`config.mk`:
```
export PLATFORM = sky130hd
export DESIGN_NAME = base64_stream_decoder_core
export DESIGN_NICKNAME = d
export VERILOG_FILES = /design/src/sv/b64sd_pkg.sv /design/src/sv/b64sd_front.sv /design/src/sv/b64sd_fifo.sv /design/src/sv/b64sd_back.sv /design/src/sv/base64_stream_decoder_core.sv
export VERILOG_INCLUDE_DIRS = /design/src /design/src/sv
export SDC_FILE = /design/constraint.sdc
export NUM_CORES = 1
export LEC_CHECK = 0
export ABC_AREA = 0
export BUFFER_PORTS_ARGS = -buffer_cell sky130_fd_sc_hd__buf_2
export CORE_MARGIN = 2
export CORE_UTILIZATION = 46
export CTS_CLUSTER_DIAMETER = 80
export CTS_CLUSTER_SIZE = 12
export DETAILED_ROUTE_END_ITERATION = 8
export GPL_ROUTABILITY_DRIVEN = 0
export GPL_TIMING_DRIVEN = 0
export SLEW_MARGIN = 20
export SYNTH_ARGS = -nofsm -noshare
export SYNTH_HDL_FRONTEND = slang
export SYNTH_SLANG_ARGS = --single-unit
```
`constraint.sdc`:
```
create_clock -name aclk -period 4.6 [get_ports aclk]
set_input_delay 0.46 -clock aclk [delete_from_list [all_inputs] [get_ports aclk]]
set_output_delay 0.46 -clock aclk [all_outputs]
set_load 0.1 [all_outputs]
```
`src/sv/base64_stream_decoder_core_defines.svh`:
```
// Assertion macros used by the decoder RTL.
`ifndef BASE64_STREAM_DECODER_CORE_DEFINES_SVH
`define BASE64_STREAM_DECODER_CORE_DEFINES_SVH

// Checked only while out of reset.
`define B64SD_ASSERT(label, prop, msg) \
    label: assert property (@(posedge aclk) disable iff (!aresetn) prop) else $error(msg);

// Checked on every edge, reset included.
`define B64SD_ASSERT_ALWAYS(label, prop, msg) \
    label: assert property (@(posedge aclk) prop) else $error(msg);

`endif

```
`src/sv/b64sd_pkg.sv`:
```
`default_nettype none
package b64sd_pkg;

    localparam int B64SD_FIFO_DEPTH = 4;

    localparam logic [7:0] CHAR_PLUS  = 8'h2B;
    localparam logic [7:0] CHAR_SLASH = 8'h2F;

    localparam logic KIND_CHAR = 1'b0;
    localparam logic KIND_END  = 1'b1;

    typedef struct packed {
        logic       ok;
        logic [5:0] val;
    } b64sd_sextet_t;

    // One decoded group for the output side: nbytes bytes from the top of word.
    typedef struct packed {
        logic [23:0] word;
        logic [1:0]  nbytes;
        logic        last;
    } b64sd_cmd_t;

    typedef struct packed {
        logic [1:0] count;
        logic       stopped;
    } b64sd_status_t;

    function automatic b64sd_sextet_t sextet_of(input logic [7:0] c);
        b64sd_sextet_t r;
        r = '0;
        if (c inside {[8'h41:8'h5A]}) begin
            r.ok  = 1'b1;
            r.val = 6'(c - 8'h41);
        end else if (c inside {[8'h61:8'h7A]}) begin
            r.ok  = 1'b1;
            r.val = 6'(c - 8'h47);
        end else if (c inside {[8'h30:8'h39]}) begin
            r.ok  = 1'b1;
            r.val = 6'(c + 8'h04);
        end else if (c == CHAR_PLUS) begin
            r.ok  = 1'b1;
            r.val = 6'd62;
        end else if (c == CHAR_SLASH) begin
            r.ok  = 1'b1;
            r.val = 6'd63;
        end
        return r;
    endfunction

endpackage
`default_nettype wire

```
`src/sv/b64sd_front.sv`:
```
`default_nettype none
module b64sd_front (
    input  wire logic                   aclk,
    input  wire logic                   aresetn,
    input  wire logic                   accept,
    input  wire logic                   kind,
    input  wire logic [7:0]             char_code,
    output b64sd_pkg::b64sd_cmd_t       cmd,
    output logic                        push,
    output b64sd_pkg::b64sd_status_t    status
);
    import b64sd_pkg::*;

    logic [17:0]   store_reg, store_next;
    logic [1:0]    count_reg, count_next;
    logic          stopped_reg, stopped_next;
    b64sd_sextet_t lk;

    assign lk = sextet_of(char_code);

    always_ff @(posedge aclk) begin
        if (!aresetn) begin
            store_reg   <= '0;
            count_reg   <= '0;
            stopped_reg <= 1'b0;
        end else begin
            store_reg   <= store_next;
            count_reg   <= count_next;
            stopped_reg <= stopped_next;
        end
    end

    always_comb begin
        store_next   = store_reg;
        count_next   = count_reg;
        stopped_next = stopped_reg;
        push         = 1'b0;
        cmd          = '0;
        if (accept) begin
            if (kind == KIND_CHAR) begin
                if (!stopped_reg) begin
                    if (!lk.ok) begin
                        stopped_next = 1'b1;
                    end else if (count_reg != 2'd3) begin
                        store_next = {store_reg[11:0], lk.val};
                        count_next = count_reg + 2'd1;
                    end else begin
                        push        = 1'b1;
                        cmd.word    = {store_reg, lk.val};
                        cmd.nbytes  = 2'd3;
                        store_next  = '0;
                        count_next  = '0;
                    end
                end
            end else begin
                // flush: k held sextets give k-1 bytes, zero filled on the right
                push     = 1'b1;
                cmd.last = 1'b1;
                case (count_reg)
                    2'd2: begin
                        cmd.word   = {store_reg[11:0], 12'h000};
                        cmd.nbytes = 2'd1;
                    end
                    2'd3: begin
                        cmd.word   = {store_reg, 6'h00};
                        cmd.nbytes = 2'd2;
                    end
                    default: begin
                        cmd.word   = '0;
                        cmd.nbytes = 2'd0;
                    end
                endcase
                store_next   = '0;
                count_next   = '0;
                stopped_next = 1'b0;
            end
        end
    end

    assign status.count   = count_reg;
    assign status.stopped = stopped_reg;

endmodule
`default_nettype wire

```
`src/sv/b64sd_fifo.sv`:
```
`default_nettype none
module b64sd_fifo #(
    parameter int DEPTH = b64sd_pkg::B64SD_FIFO_DEPTH
) (
    input  wire logic                   aclk,
    input  wire logic                   aresetn,
    input  wire logic                   push,
    input  b64sd_pkg::b64sd_cmd_t       push_cmd,
    output logic                        full,
    input  wire logic                   pop,
    output logic                        pop_valid,
    output b64sd_pkg::b64sd_cmd_t       head
);
    import b64sd_pkg::*;

    localparam int PTR_W = (DEPTH > 1) ? $clog2(DEPTH) : 1;
    localparam int CNT_W = $clog2(DEPTH + 1);

    b64sd_cmd_t         mem_reg [DEPTH];
    logic [PTR_W-1:0]   wr_ptr_reg, wr_ptr_next;
    logic [PTR_W-1:0]   rd_ptr_reg, rd_ptr_next;
    logic [CNT_W-1:0]   cnt_reg, cnt_next;
    logic               do_push, do_pop;

    assign full      = (cnt_reg == CNT_W'(DEPTH));
    assign pop_valid = (cnt_reg != '0);
    assign head      = mem_reg[rd_ptr_reg];
    assign do_push   = push && !full;
    assign do_pop    = pop && pop_valid;

    always_comb begin
        wr_ptr_next = wr_ptr_reg;
        rd_ptr_next = rd_ptr_reg;
        cnt_next    = cnt_reg;
        if (do_push) begin
            wr_ptr_next = (wr_ptr_reg == PTR_W'(DEPTH - 1)) ? '0 : wr_ptr_reg + 1'b1;
        end
        if (do_pop) begin
            rd_ptr_next = (rd_ptr_reg == PTR_W'(DEPTH - 1)) ? '0 : rd_ptr_reg + 1'b1;
        end
        if (do_push && !do_pop) begin
            cnt_next = cnt_reg + 1'b1;
        end else if (do_pop && !do_push) begin
            cnt_next = cnt_reg - 1'b1;
        end
    end

    always_ff @(posedge aclk) begin
        if (!aresetn) begin
            wr_ptr_reg <= '0;
            rd_ptr_reg <= '0;
            cnt_reg    <= '0;
        end else begin
            wr_ptr_reg <= wr_ptr_next;
            rd_ptr_reg <= rd_ptr_next;
            cnt_reg    <= cnt_next;
        end
    end

    always_ff @(posedge aclk) begin
        if (do_push) begin
            mem_reg[wr_ptr_reg] <= push_cmd;
        end
    end

endmodule
`default_nettype wire

```
`src/sv/b64sd_back.sv`:
```
`default_nettype none
module b64sd_back (
    input  wire logic                   aclk,
    input  wire logic                   aresetn,
    input  wire logic                   cmd_valid,
    input  b64sd_pkg::b64sd_cmd_t       cmd,
    output logic                        cmd_pop,
    output logic                        m_valid,
    input  wire logic                   m_ready,
    output logic [7:0]                  m_data_byte,
    output logic                        m_has_byte,
    output logic                        m_last
);
    import b64sd_pkg::*;

    logic         cur_valid_reg, cur_valid_next;
    b64sd_cmd_t   cur_reg, cur_next;
    logic [1:0]   idx_reg, idx_next;
    logic         final_one;
    logic [7:0]   sel_byte;

    // last request of the current group (a byteless close is a single request)
    assign final_one = (cur_reg.nbytes == 2'd0) || (idx_reg == cur_reg.nbytes - 2'd1);
    assign cmd_pop   = cmd_valid && (!cur_valid_reg || (m_ready && final_one));

    always_comb begin
        case (idx_reg)
            2'd0:    sel_byte = cur_reg.word[23:16];
            2'd1:    sel_byte = cur_reg.word[15:8];
            default: sel_byte = cur_reg.word[7:0];
        endcase
    end

    assign m_valid     = cur_valid_reg;
    assign m_has_byte  = (cur_reg.nbytes != 2'd0);
    assign m_data_byte = m_has_byte ? sel_byte : 8'h00;
    assign m_last      = cur_reg.last && final_one;

    always_comb begin
        cur_valid_next = cur_valid_reg;
        cur_next       = cur_reg;
        idx_next       = idx_reg;
        if (cmd_pop) begin
            cur_valid_next = 1'b1;
            cur_next       = cmd;
            idx_next       = '0;
        end else if (cur_valid_reg && m_ready) begin
            if (final_one) begin
                cur_valid_next = 1'b0;
            end else begin
                idx_next = idx_reg + 2'd1;
            end
        end
    end

    always_ff @(posedge aclk) begin
        if (!aresetn) begin
            cur_valid_reg <= 1'b0;
            idx_reg       <= '0;
        end else begin
            cur_valid_reg <= cur_valid_next;
            idx_reg       <= idx_next;
        end
    end

    always_ff @(posedge aclk) begin
        cur_reg <= cur_next;
    end

endmodule
`default_nettype wire

```
`src/sv/base64_stream_decoder_core.sv`:
```
`default_nettype none
// Streaming base64 decoder (standard alphabet). One character or end item
// is taken per cycle; every fourth alphabet character completes a group
// whose three bytes leave one per cycle while m_ready is high, and an end
// item flushes a partial group of k sextets as k-1 bytes, closing with a
// request marked last (with no byte if none is left). The first '=' or
// non-alphabet character stops decoding until the end item. The front end
// classifies characters and packs sextets; groups queue in a FIFO_DEPTH
// entry FIFO, and the output stage drains one byte per cycle while m_ready
// is high, so input sustains one item per cycle on ordinary text and
// stalls only when the queue is full. A completing group passes through
// the FIFO and then the output stage register before its first byte.
`include "base64_stream_decoder_core_defines.svh"
module base64_stream_decoder_core #(
    parameter int FIFO_DEPTH = b64sd_pkg::B64SD_FIFO_DEPTH
) (
    input  wire logic        aclk,
    input  wire logic        aresetn,
    input  wire logic        s_valid,
    output logic             s_ready,
    input  wire logic        s_kind,
    input  wire logic [7:0]  s_char_code,
    output logic             m_valid,
    input  wire logic        m_ready,
    output logic [7:0]       m_data_byte,
    output logic             m_has_byte,
    output logic             m_last
);
    import b64sd_pkg::*;

    logic           s_accept;
    logic           push;
    logic           fifo_full;
    logic           cmd_valid;
    logic           cmd_pop;
    b64sd_cmd_t     push_cmd;
    b64sd_cmd_t     head;
    b64sd_status_t  status;

    assign s_ready  = !fifo_full;
    assign s_accept = s_valid && s_ready;

    b64sd_front u_front (
        .aclk      (aclk),
        .aresetn   (aresetn),
        .accept    (s_accept),
        .kind      (s_kind),
        .char_code (s_char_code),
        .cmd       (push_cmd),
        .push      (push),
        .status    (status)
    );

    b64sd_fifo #(
        .DEPTH (FIFO_DEPTH)
    ) u_fifo (
        .aclk      (aclk),
        .aresetn   (aresetn),
        .push      (push),
        .push_cmd  (push_cmd),
        .full      (fifo_full),
        .pop       (cmd_pop),
        .pop_valid (cmd_valid),
        .head      (head)
    );

    b64sd_back u_back (
        .aclk        (aclk),
        .aresetn     (aresetn),
        .cmd_valid   (cmd_valid),
        .cmd         (head),
        .cmd_pop     (cmd_pop),
        .m_valid     (m_valid),
        .m_ready     (m_ready),
        .m_data_byte (m_data_byte),
        .m_has_byte  (m_has_byte),
        .m_last      (m_last)
    );

    `B64SD_ASSERT(a_no_overflow, push |-> !fifo_full, "group queued while queue full")
    `B64SD_ASSERT(a_byteless_is_last, (m_valid && !m_has_byte) |-> (m_last && m_data_byte == 8'h00), "byteless request not a clean close")
    `B64SD_ASSERT(a_end_clears, (s_accept && s_kind == KIND_END) |=> (status.count == 2'd0 && !status.stopped), "end item left decoder state")
    `B64SD_ASSERT_ALWAYS(a_reset_idle, !aresetn |=> (!m_valid && s_ready), "outputs not idle after reset")

endmodule
`default_nettype wire

```
Word level (Yosys, flattened, before mapping)
Memories as Yosys holds them, arrays and structs flattened. A register that Yosys moved wholly into a read port is not among the register bits. Index checks and enable logic that the tools add are counted.

Bits in registers: 31. RAM bits: 108. Input bits: 13. Output and inout port bits: 12. Word-level logic and storage cells: 107. Memories kept: 1.

Add/subtract/negate cells: 10. Order comparisons: 6. Eq/ne operators: 11. Multiplexer cells: 39. Bitwise operators: 2. Reduce and logical (&&, ||, !) cells: 30.

Memories: u_fifo.mem_reg (words 4, width 27, read ports 1, clocked after memory_dff 1, write ports 1, RTL line b64sd_fifo.sv:19) `b64sd_cmd_t mem_reg [DEPTH];`.

Operators by type and width (count): 26-bit 2-to-1 mux (4); 18-bit 2-to-1 mux (4); 26-bit case mux with 2 select lines (1); 7-bit 2-to-1 mux (5); 27-bit 2-to-1 mux (1); 8-bit by 6-bit equality test with 1-bit output (second input constant) (2); 8-bit by 7-bit >= comparator with 1-bit output (second input constant) (2); 8-bit by 7-bit less-or-equal comparator with 1-bit output (second input constant) (2); 8-bit case mux with 2 select lines (1); 1-bit 2-to-1 mux (14); 1-bit logical AND (12); 2-bit 2-to-1 mux (6); 2-bit nonzero test (5); 2-bit by 1-bit adder with 2-bit output (second input constant) (4); 2-bit equality test (second input constant) (4); 8-bit by 6-bit >= comparator with 1-bit output (second input constant) (1); 8-bit by 6-bit less-or-equal comparator with 1-bit output (second input constant) (1); 8-bit 2-to-1 mux (1); 6-bit by 3-bit adder with 6-bit output (second input constant) (1); 3-bit 2-to-1 mux (2); 6-bit by 1-bit subtractor with 6-bit output (second input constant) (1); 6-bit by 3-bit subtractor with 6-bit output (second input constant) (1); 1-bit logical NOT (4); 2-bit logical NOT (2); 13 further kinds (17).

Depth between registers and ports, before layout
Word-level depth: 15. Gate-level depth with buffers: 14. Mapped depth without buffers: 13.

By module
A second synthesis with hierarchy kept.

Cell total of the unflattened synthesis: 505. Area, all modules: 7405.9 sq um.

Modules (own cells, without submodules): b64sd_fifo (instances 1, cells an instance 192, area an instance 4425.5 sq um, sequential area each 3423.3 sq um); b64sd_front (instances 1, cells an instance 227, area an instance 1778.0 sq um, sequential area each 420.4 sq um); b64sd_back (instances 1, cells an instance 84, area an instance 1192.4 sq um, sequential area each 870.8 sq um); base64_stream_decoder_core (instances 1, cells an instance 2, area an instance 10.0 sq um, sequential area each 0.0 sq um).

Least setup slack after synthesis
OpenSTA, ideal clock, no wires.

Path kind: register -> register. From: register u_back.cur_reg[1] (netlist name). To: register u_fifo.cnt_reg[2]. Data arrival time: 3.553 ns. Required time: 4.524 ns. Slack: 0.972 ns. Stages on the path, launching flop included: 14. Buffers on the path: 1. Clock period less this slack: 3.628 ns. Path through: edfxtp_1 inv_1 ha_1 clkbuf_1 a21oi_1 o21a_1 nor2_1 inv_1 ha_1 inv_1 fa_1 xor2_1 or3_1 a21boi_0.

Word-level cells in the longest chain between the ends: 10.

Ends and longest elaborated chain: 2-bit by 1-bit subtractor with 2-bit output (RTL line b64sd_back.sv:23) `assign final_one = (cur_reg.nbytes == 2'd0) || (idx_reg == cur_reg.nbytes - 2'd1);`; 2-bit equality test (RTL line b64sd_back.sv:23); 1-bit logical OR * (RTL line b64sd_back.sv:23); 1-bit logical AND * (RTL line b64sd_back.sv:24) `assign cmd_pop = cmd_valid && (!cur_valid_reg || (m_ready && final_one));`; 1-bit logical OR * (RTL line b64sd_back.sv:24); 1-bit logical AND * (RTL line b64sd_back.sv:24); named net cmd_pop (RTL line base64_stream_decoder_core.sv:35) `logic cmd_pop;`; 1-bit logical AND * (RTL line b64sd_fifo.sv:29) `assign do_pop = pop && pop_valid;`; 1-bit logical NOT (RTL line b64sd_fifo.sv:41) `if (do_push && !do_pop) begin`; 1-bit logical AND (RTL line b64sd_fifo.sv:41); 3-bit 2-to-1 mux / 2-bit nonzero test (equally long branches); to (signal assigned) (RTL line b64sd_fifo.sv:56) `cnt_reg <= cnt_next;`; to (decl) (RTL line b64sd_fifo.sv:22) `logic [CNT_W-1:0] cnt_reg, cnt_next;`.

Mark *: on every way through the listed nets, which the timed path passes. The rest lies on a longest branch. A chain may end at the register's enable or synchronous reset.

Worst setup path after layout
From: input port s_char_code[2]. To: register u_fifo.cnt_reg[2].

Word-level cells in the longest chain between the ends: 14.

Ends and longest elaborated chain: from (decl) (RTL line base64_stream_decoder_core.sv:22) `input wire logic [7:0] s_char_code,`; parallel branches: the longest is 5 deep, another holds 8-bit by 6-bit >= comparator with 1-bit output; 7-bit 2-to-1 mux * (RTL line b64sd_pkg.sv:32) `if (c inside {[8'h41:8'h5A]}) begin`; 1-bit 2-to-1 mux * (RTL line b64sd_front.sv:42) `if (!lk.ok) begin`; 1-bit 2-to-1 mux * (RTL line b64sd_front.sv:41) `if (!stopped_reg) begin`; 1-bit 2-to-1 mux * (RTL line b64sd_front.sv:40) `if (kind == KIND_CHAR) begin`; 1-bit 2-to-1 mux * (RTL line b64sd_front.sv:39) `if (accept) begin`; 1-bit logical AND * (RTL line b64sd_fifo.sv:28) `assign do_push = push && !full;`; named net u_fifo.do_push (RTL line b64sd_fifo.sv:23) `logic do_push, do_pop;`; 1-bit logical NOT (RTL line b64sd_fifo.sv:43) `end else if (do_pop && !do_push) begin`; 1-bit logical AND (RTL line b64sd_fifo.sv:43); 2-bit nonzero test (no line).

Mark *: on every way through the listed nets, which the timed path passes.

==> reports/qor.txt <==
FINISH
----------------------------------------------------------------------------------------
Synth-to-Final Area Change                                                         15.5%
Number of non-filler instances in the completed layout                               742
Diode count                                                                            0
Filler Cell Count                                                                   1216
Fraction of layout instances using a drive strength above 1                        18.4%
Number of flip-flops under the largest register name                                 108
Total number of nets in the final design                                             577

CTS
----------------------------------------------------------------------------------------
Largest buffer count on any clock path                                                 2
Buffer cell driving the clock tree root                                     sky130_fd_sc_hd__clkbuf_16
Register clock-pin slew on the reported worst setup and hold paths               0.06 ns
Post-CTS resize count                                                                  0
Number of post-CTS setup repair buffers                                                0
H-tree lvl count                                                                       4
Number of buffers created by CTS                                                      17
Clock net sink count                                                                 166
Later-pin clock latency in the skew report                                       0.42 ns
Hold buffers post-CTS                                                                  0
CTS tree                                                                             yes

GLOBAL ROUTING
----------------------------------------------------------------------------------------
Initial antenna violation count                                                        0
First-pass GRT wire length                                                      22900 µm
All-Layer GR Usage                                                                 18.6%
Vias in the first global route                                                      4200
Sum of overflow across all layers after global routing                                 0
Largest net degree at the start of global routing                                     29

PWR
----------------------------------------------------------------------------------------
Power density of the placed cells                                             593 nW/µm²
Sw Ratio                                                                           33.8%
Static leakage                                                                   2.88 nW
Sequential power share                                                             39.9%
Relative contribution of combinational cells to total power                        29.0%
Total power after layout                                                         4.90 mW
Total internal power                                                             3.24 mW
Share of power burned in the clock network                                         31.1%
Switching power of the nets                                                      1.66 mW
Peak VDD IR                                                                     0.441 mV

DETAILED ROUTING
----------------------------------------------------------------------------------------
Violation count after the first detailed-route iteration                             340
Vias per std cell                                                                   5.62
Residual DRC count                                                                     0
Via Count                                                                           4168
Total routed wirelength                                                         14300 µm
Number of search-and-repair iterations in the first detailed-routing pass              4
Wire length per cell after detailed routing                                      19.2 µm
Residual antenna-violating net count after detailed routing                            0

PLACEMENT
----------------------------------------------------------------------------------------
Count of buffers from port buffering                                                  23
Placement-stage worst setup slack                                               0.895 ns
Placed cell count                                                                    710
Half-perimeter wire length after placement                                      10000 µm

CRITICAL PATH
----------------------------------------------------------------------------------------
Type of the setup path with the least slack                                 primary input to flop
Largest fanout on the critical path                                                    9
Worst reg-to-reg setup slack                                                     1.45 ns
Critical path endpoint category                                                     flop
Stage delay of the slowest cell on the critical path                             0.43 ns
Worst EP required                                                                4.95 ns
CP cell instances                                                           buf_2, inv_1, ha_1, a21o_1, o211a_1, a211o_1, a21oi_1, o21a_1, buf_2, ha_1, inv_1, fa_1, xor2_1, or3_1, a21boi_0
Worst Path Arrival                                                               3.63 ns
Worst setup SP type                                                         primary input
Critical-path cell with the highest stage delay                             sky130_fd_sc_hd__fa_1

FLOORPLANNING
----------------------------------------------------------------------------------------
Core Region                                                                    15200 µm²
Number of top-level pins                                                              25
Horiz. Die Dim                                                                    129 µm
Initial core utilization                                                           47.0%
Die Ht                                                                            129 µm
Full die area                                                                  16600 µm²
Row Count                                                                             45

STA
----------------------------------------------------------------------------------------
Min cycle time layout                                                            3.28 ns
Setup TNS after final layout                                                        0 ns
RSZ-0062 raised after global routing                                                  no
Total setup violations reported at the end of the flow                                 0
Setup clock skew after layout                                                 0.00779 ns
Share of the clock period used by the worst path                                   71.3%
Final Hold Slack                                                                0.458 ns
Slew headroom                                                                      34.1%
Final max-slew violation count                                                         0
Max Clk Rate                                                                     305 MHz
Final hold violation count                                                             0
Worst Slack Setup Final                                                          1.32 ns
Least-Margin Pin Slew                                                           0.980 ns

HOLD PATH
----------------------------------------------------------------------------------------
Path type of the worst min-delay path                                       primary input to flop

YOSYS
----------------------------------------------------------------------------------------
Share of synthesized registers carrying an async set or reset                         0%
Gate count of the mapped netlist                                                     494
Post-synthesis sequential area ratio                                               65.4%
Syn_nets                                                                             530
Number of synthesized register bits                                                  166
Number of warnings issued by yosys                                                     0
Syn Std Cell Area                                                               7150 µm²
Post-synth cell types                                                                 56
Predominant post-synthesis flop cell                                        sky130_fd_sc_hd__edfxtp_1
Number of flops mapped to enable cells by yosys                                      135
Mean cell area of the mapped netlist                                            14.5 µm²

RUN STATUS
----------------------------------------------------------------------------------------
Result of the run                                                           finished, final reports clean

JOB
----------------------------------------------------------------------------------------
Max cap viols                                                                          0

[final timing paths]
kind | startpoint | end | cells after the start
hold / removal | aresetn | u_front.stopped_reg | 3
setup / recovery | s_char_code[2] | u_fifo.cnt_reg[2] | 15
setup reg to reg | u_back.cur_reg[1] | u_fifo.cnt_reg[2] | 14
hold reg to reg | u_front.store_reg[17] | u_front.store_reg[17] | 2
[kinds of logic after synthesis]
family          synth area share, %
simple gates                   9.99
fa+ha+maj                      4.13
buf+inv                        2.56
flops                          65.4
xor+xnor                      0.613
mux                            9.21
compound gates                 8.12
[area by class of cell]
cell class              count  area [µm²]  share of cell area, %
clock inverters            12         203                   2.45
inverters                  20        75.1                  0.909
flip-flops and latches    166        4670                   56.6
plain buffers              25         108                   1.30
clock buffers              20         437                   5.29
multi-input cells         283        2300                   27.9
well taps                 188         235                   2.85
repair buffers             28         223                   2.70
[layer usage]
| metal | share of wire, % | vias to the layer above | global-route usage (%) |
|---|---|---|---|
| li1 | - | 1991 | - |
| met1 | 47 | 2069 | 25.0 |
| met2 | 48 | 94 | 30.2 |
| met3 | 3.5 | 14 | 4.07 |
| met4 | 1.5 | 0 | 6.33 |
| met5 | 0 | - | 0 |
[cells in the mapped netlist, types with 2 or more instances]
master	instances	area, µm²
sky130_fd_sc_hd__a21boi_0	3	22.5
sky130_fd_sc_hd__a21oi_1	18	90.1
sky130_fd_sc_hd__o221ai_1	4	35.0
sky130_fd_sc_hd__nor2b_1	5	31.3
sky130_fd_sc_hd__buf_2	5	25.0
sky130_fd_sc_hd__nand2_1	39	146
sky130_fd_sc_hd__xor2_1	3	26.3
sky130_fd_sc_hd__and3_1	9	56.3
sky130_fd_sc_hd__ha_1	22	275
sky130_fd_sc_hd__and2_1	8	50.1
sky130_fd_sc_hd__o21ai_0	5	25.0
sky130_fd_sc_hd__edfxtp_1	135	4050
sky130_fd_sc_hd__a221o_1	3	30.0
sky130_fd_sc_hd__nor2_1	28	105
sky130_fd_sc_hd__dfxtp_1	31	621
sky130_fd_sc_hd__nor3b_1	2	15.0
sky130_fd_sc_hd__a22oi_1	20	150
sky130_fd_sc_hd__buf_1	3	11.3
sky130_fd_sc_hd__a21oi_2	2	17.5
sky130_fd_sc_hd__xnor2_1	2	17.5
sky130_fd_sc_hd__inv_1	20	75.1
sky130_fd_sc_hd__or3_1	2	12.5
sky130_fd_sc_hd__o2bb2ai_1	3	26.3
sky130_fd_sc_hd__mux2i_1	5	50.1
sky130_fd_sc_hd__clkbuf_1	16	60.1
sky130_fd_sc_hd__a21o_1	2	15.0
sky130_fd_sc_hd__mux4_2	27	608
sky130_fd_sc_hd__nand2b_1	6	37.5
sky130_fd_sc_hd__o21a_1	4	30.0
sky130_fd_sc_hd__o31ai_1	4	30.0
sky130_fd_sc_hd__nand3_1	33	165
[power by group through the flow]
stage | clock network (mW) | logic, mW | registers (mW)
6_report | 1.52 | 1.42 | 1.95
5_1_grt | 1.60 | 1.52 | 1.97
4_1_cts | 1.54 | 1.44 | 1.96
3_5_place_dp | 0 | 1.44 | 1.99
3_3_place_gp | 0 | 1.38 | 1.99
2_1_floorplan | 0 | 1.10 | 1.99
[critical path: cells and delay by family]
kind	cells	cell delay, ns
buffers and inverters	4	0.52
adders and majority gates	3	0.92
AOI/OAI and AO/OA	6	1.23
xor gates and xnor gates	1	0.18
and+or+nand+nor	1	0.32
[placed cells by master, fill, tap and decap left out, types with 4 or more instances in the layout]
master / n
sky130_fd_sc_hd__nor2_1: 27
sky130_fd_sc_hd__and2_2: 4
sky130_fd_sc_hd__and3_1: 9
sky130_fd_sc_hd__nand2b_1: 6
sky130_fd_sc_hd__mux2i_1: 5
sky130_fd_sc_hd__o31ai_1: 4
sky130_fd_sc_hd__clkbuf_16: 17
sky130_fd_sc_hd__mux4_2: 27
sky130_fd_sc_hd__buf_2: 28
sky130_fd_sc_hd__nor2b_1: 5
sky130_fd_sc_hd__clkbuf_1: 19
sky130_fd_sc_hd__o221ai_1: 4
sky130_fd_sc_hd__dfxtp_1: 31
sky130_fd_sc_hd__clkinvlp_4: 4
sky130_fd_sc_hd__a22oi_1: 20
sky130_fd_sc_hd__o21a_1: 4
sky130_fd_sc_hd__and2_1: 4
sky130_fd_sc_hd__nand2_1: 39
sky130_fd_sc_hd__nand3_1: 33
sky130_fd_sc_hd__o21ai_0: 5
sky130_fd_sc_hd__ha_1: 22
sky130_fd_sc_hd__a21oi_1: 18
sky130_fd_sc_hd__buf_12: 4
sky130_fd_sc_hd__edfxtp_1: 135
sky130_fd_sc_hd__bufinv_16: 5
sky130_fd_sc_hd__inv_1: 20
[metrics by stage]
stage	instance area, µm²	util (%)
floorplan	7150	-
global placement	7500	49.3
detailed placement	7620	50.1
CTS	8260	54.3
global route	8260	54.3
finish	8260	54.3
No activity file was read; power rests on OpenSTA's default activity.
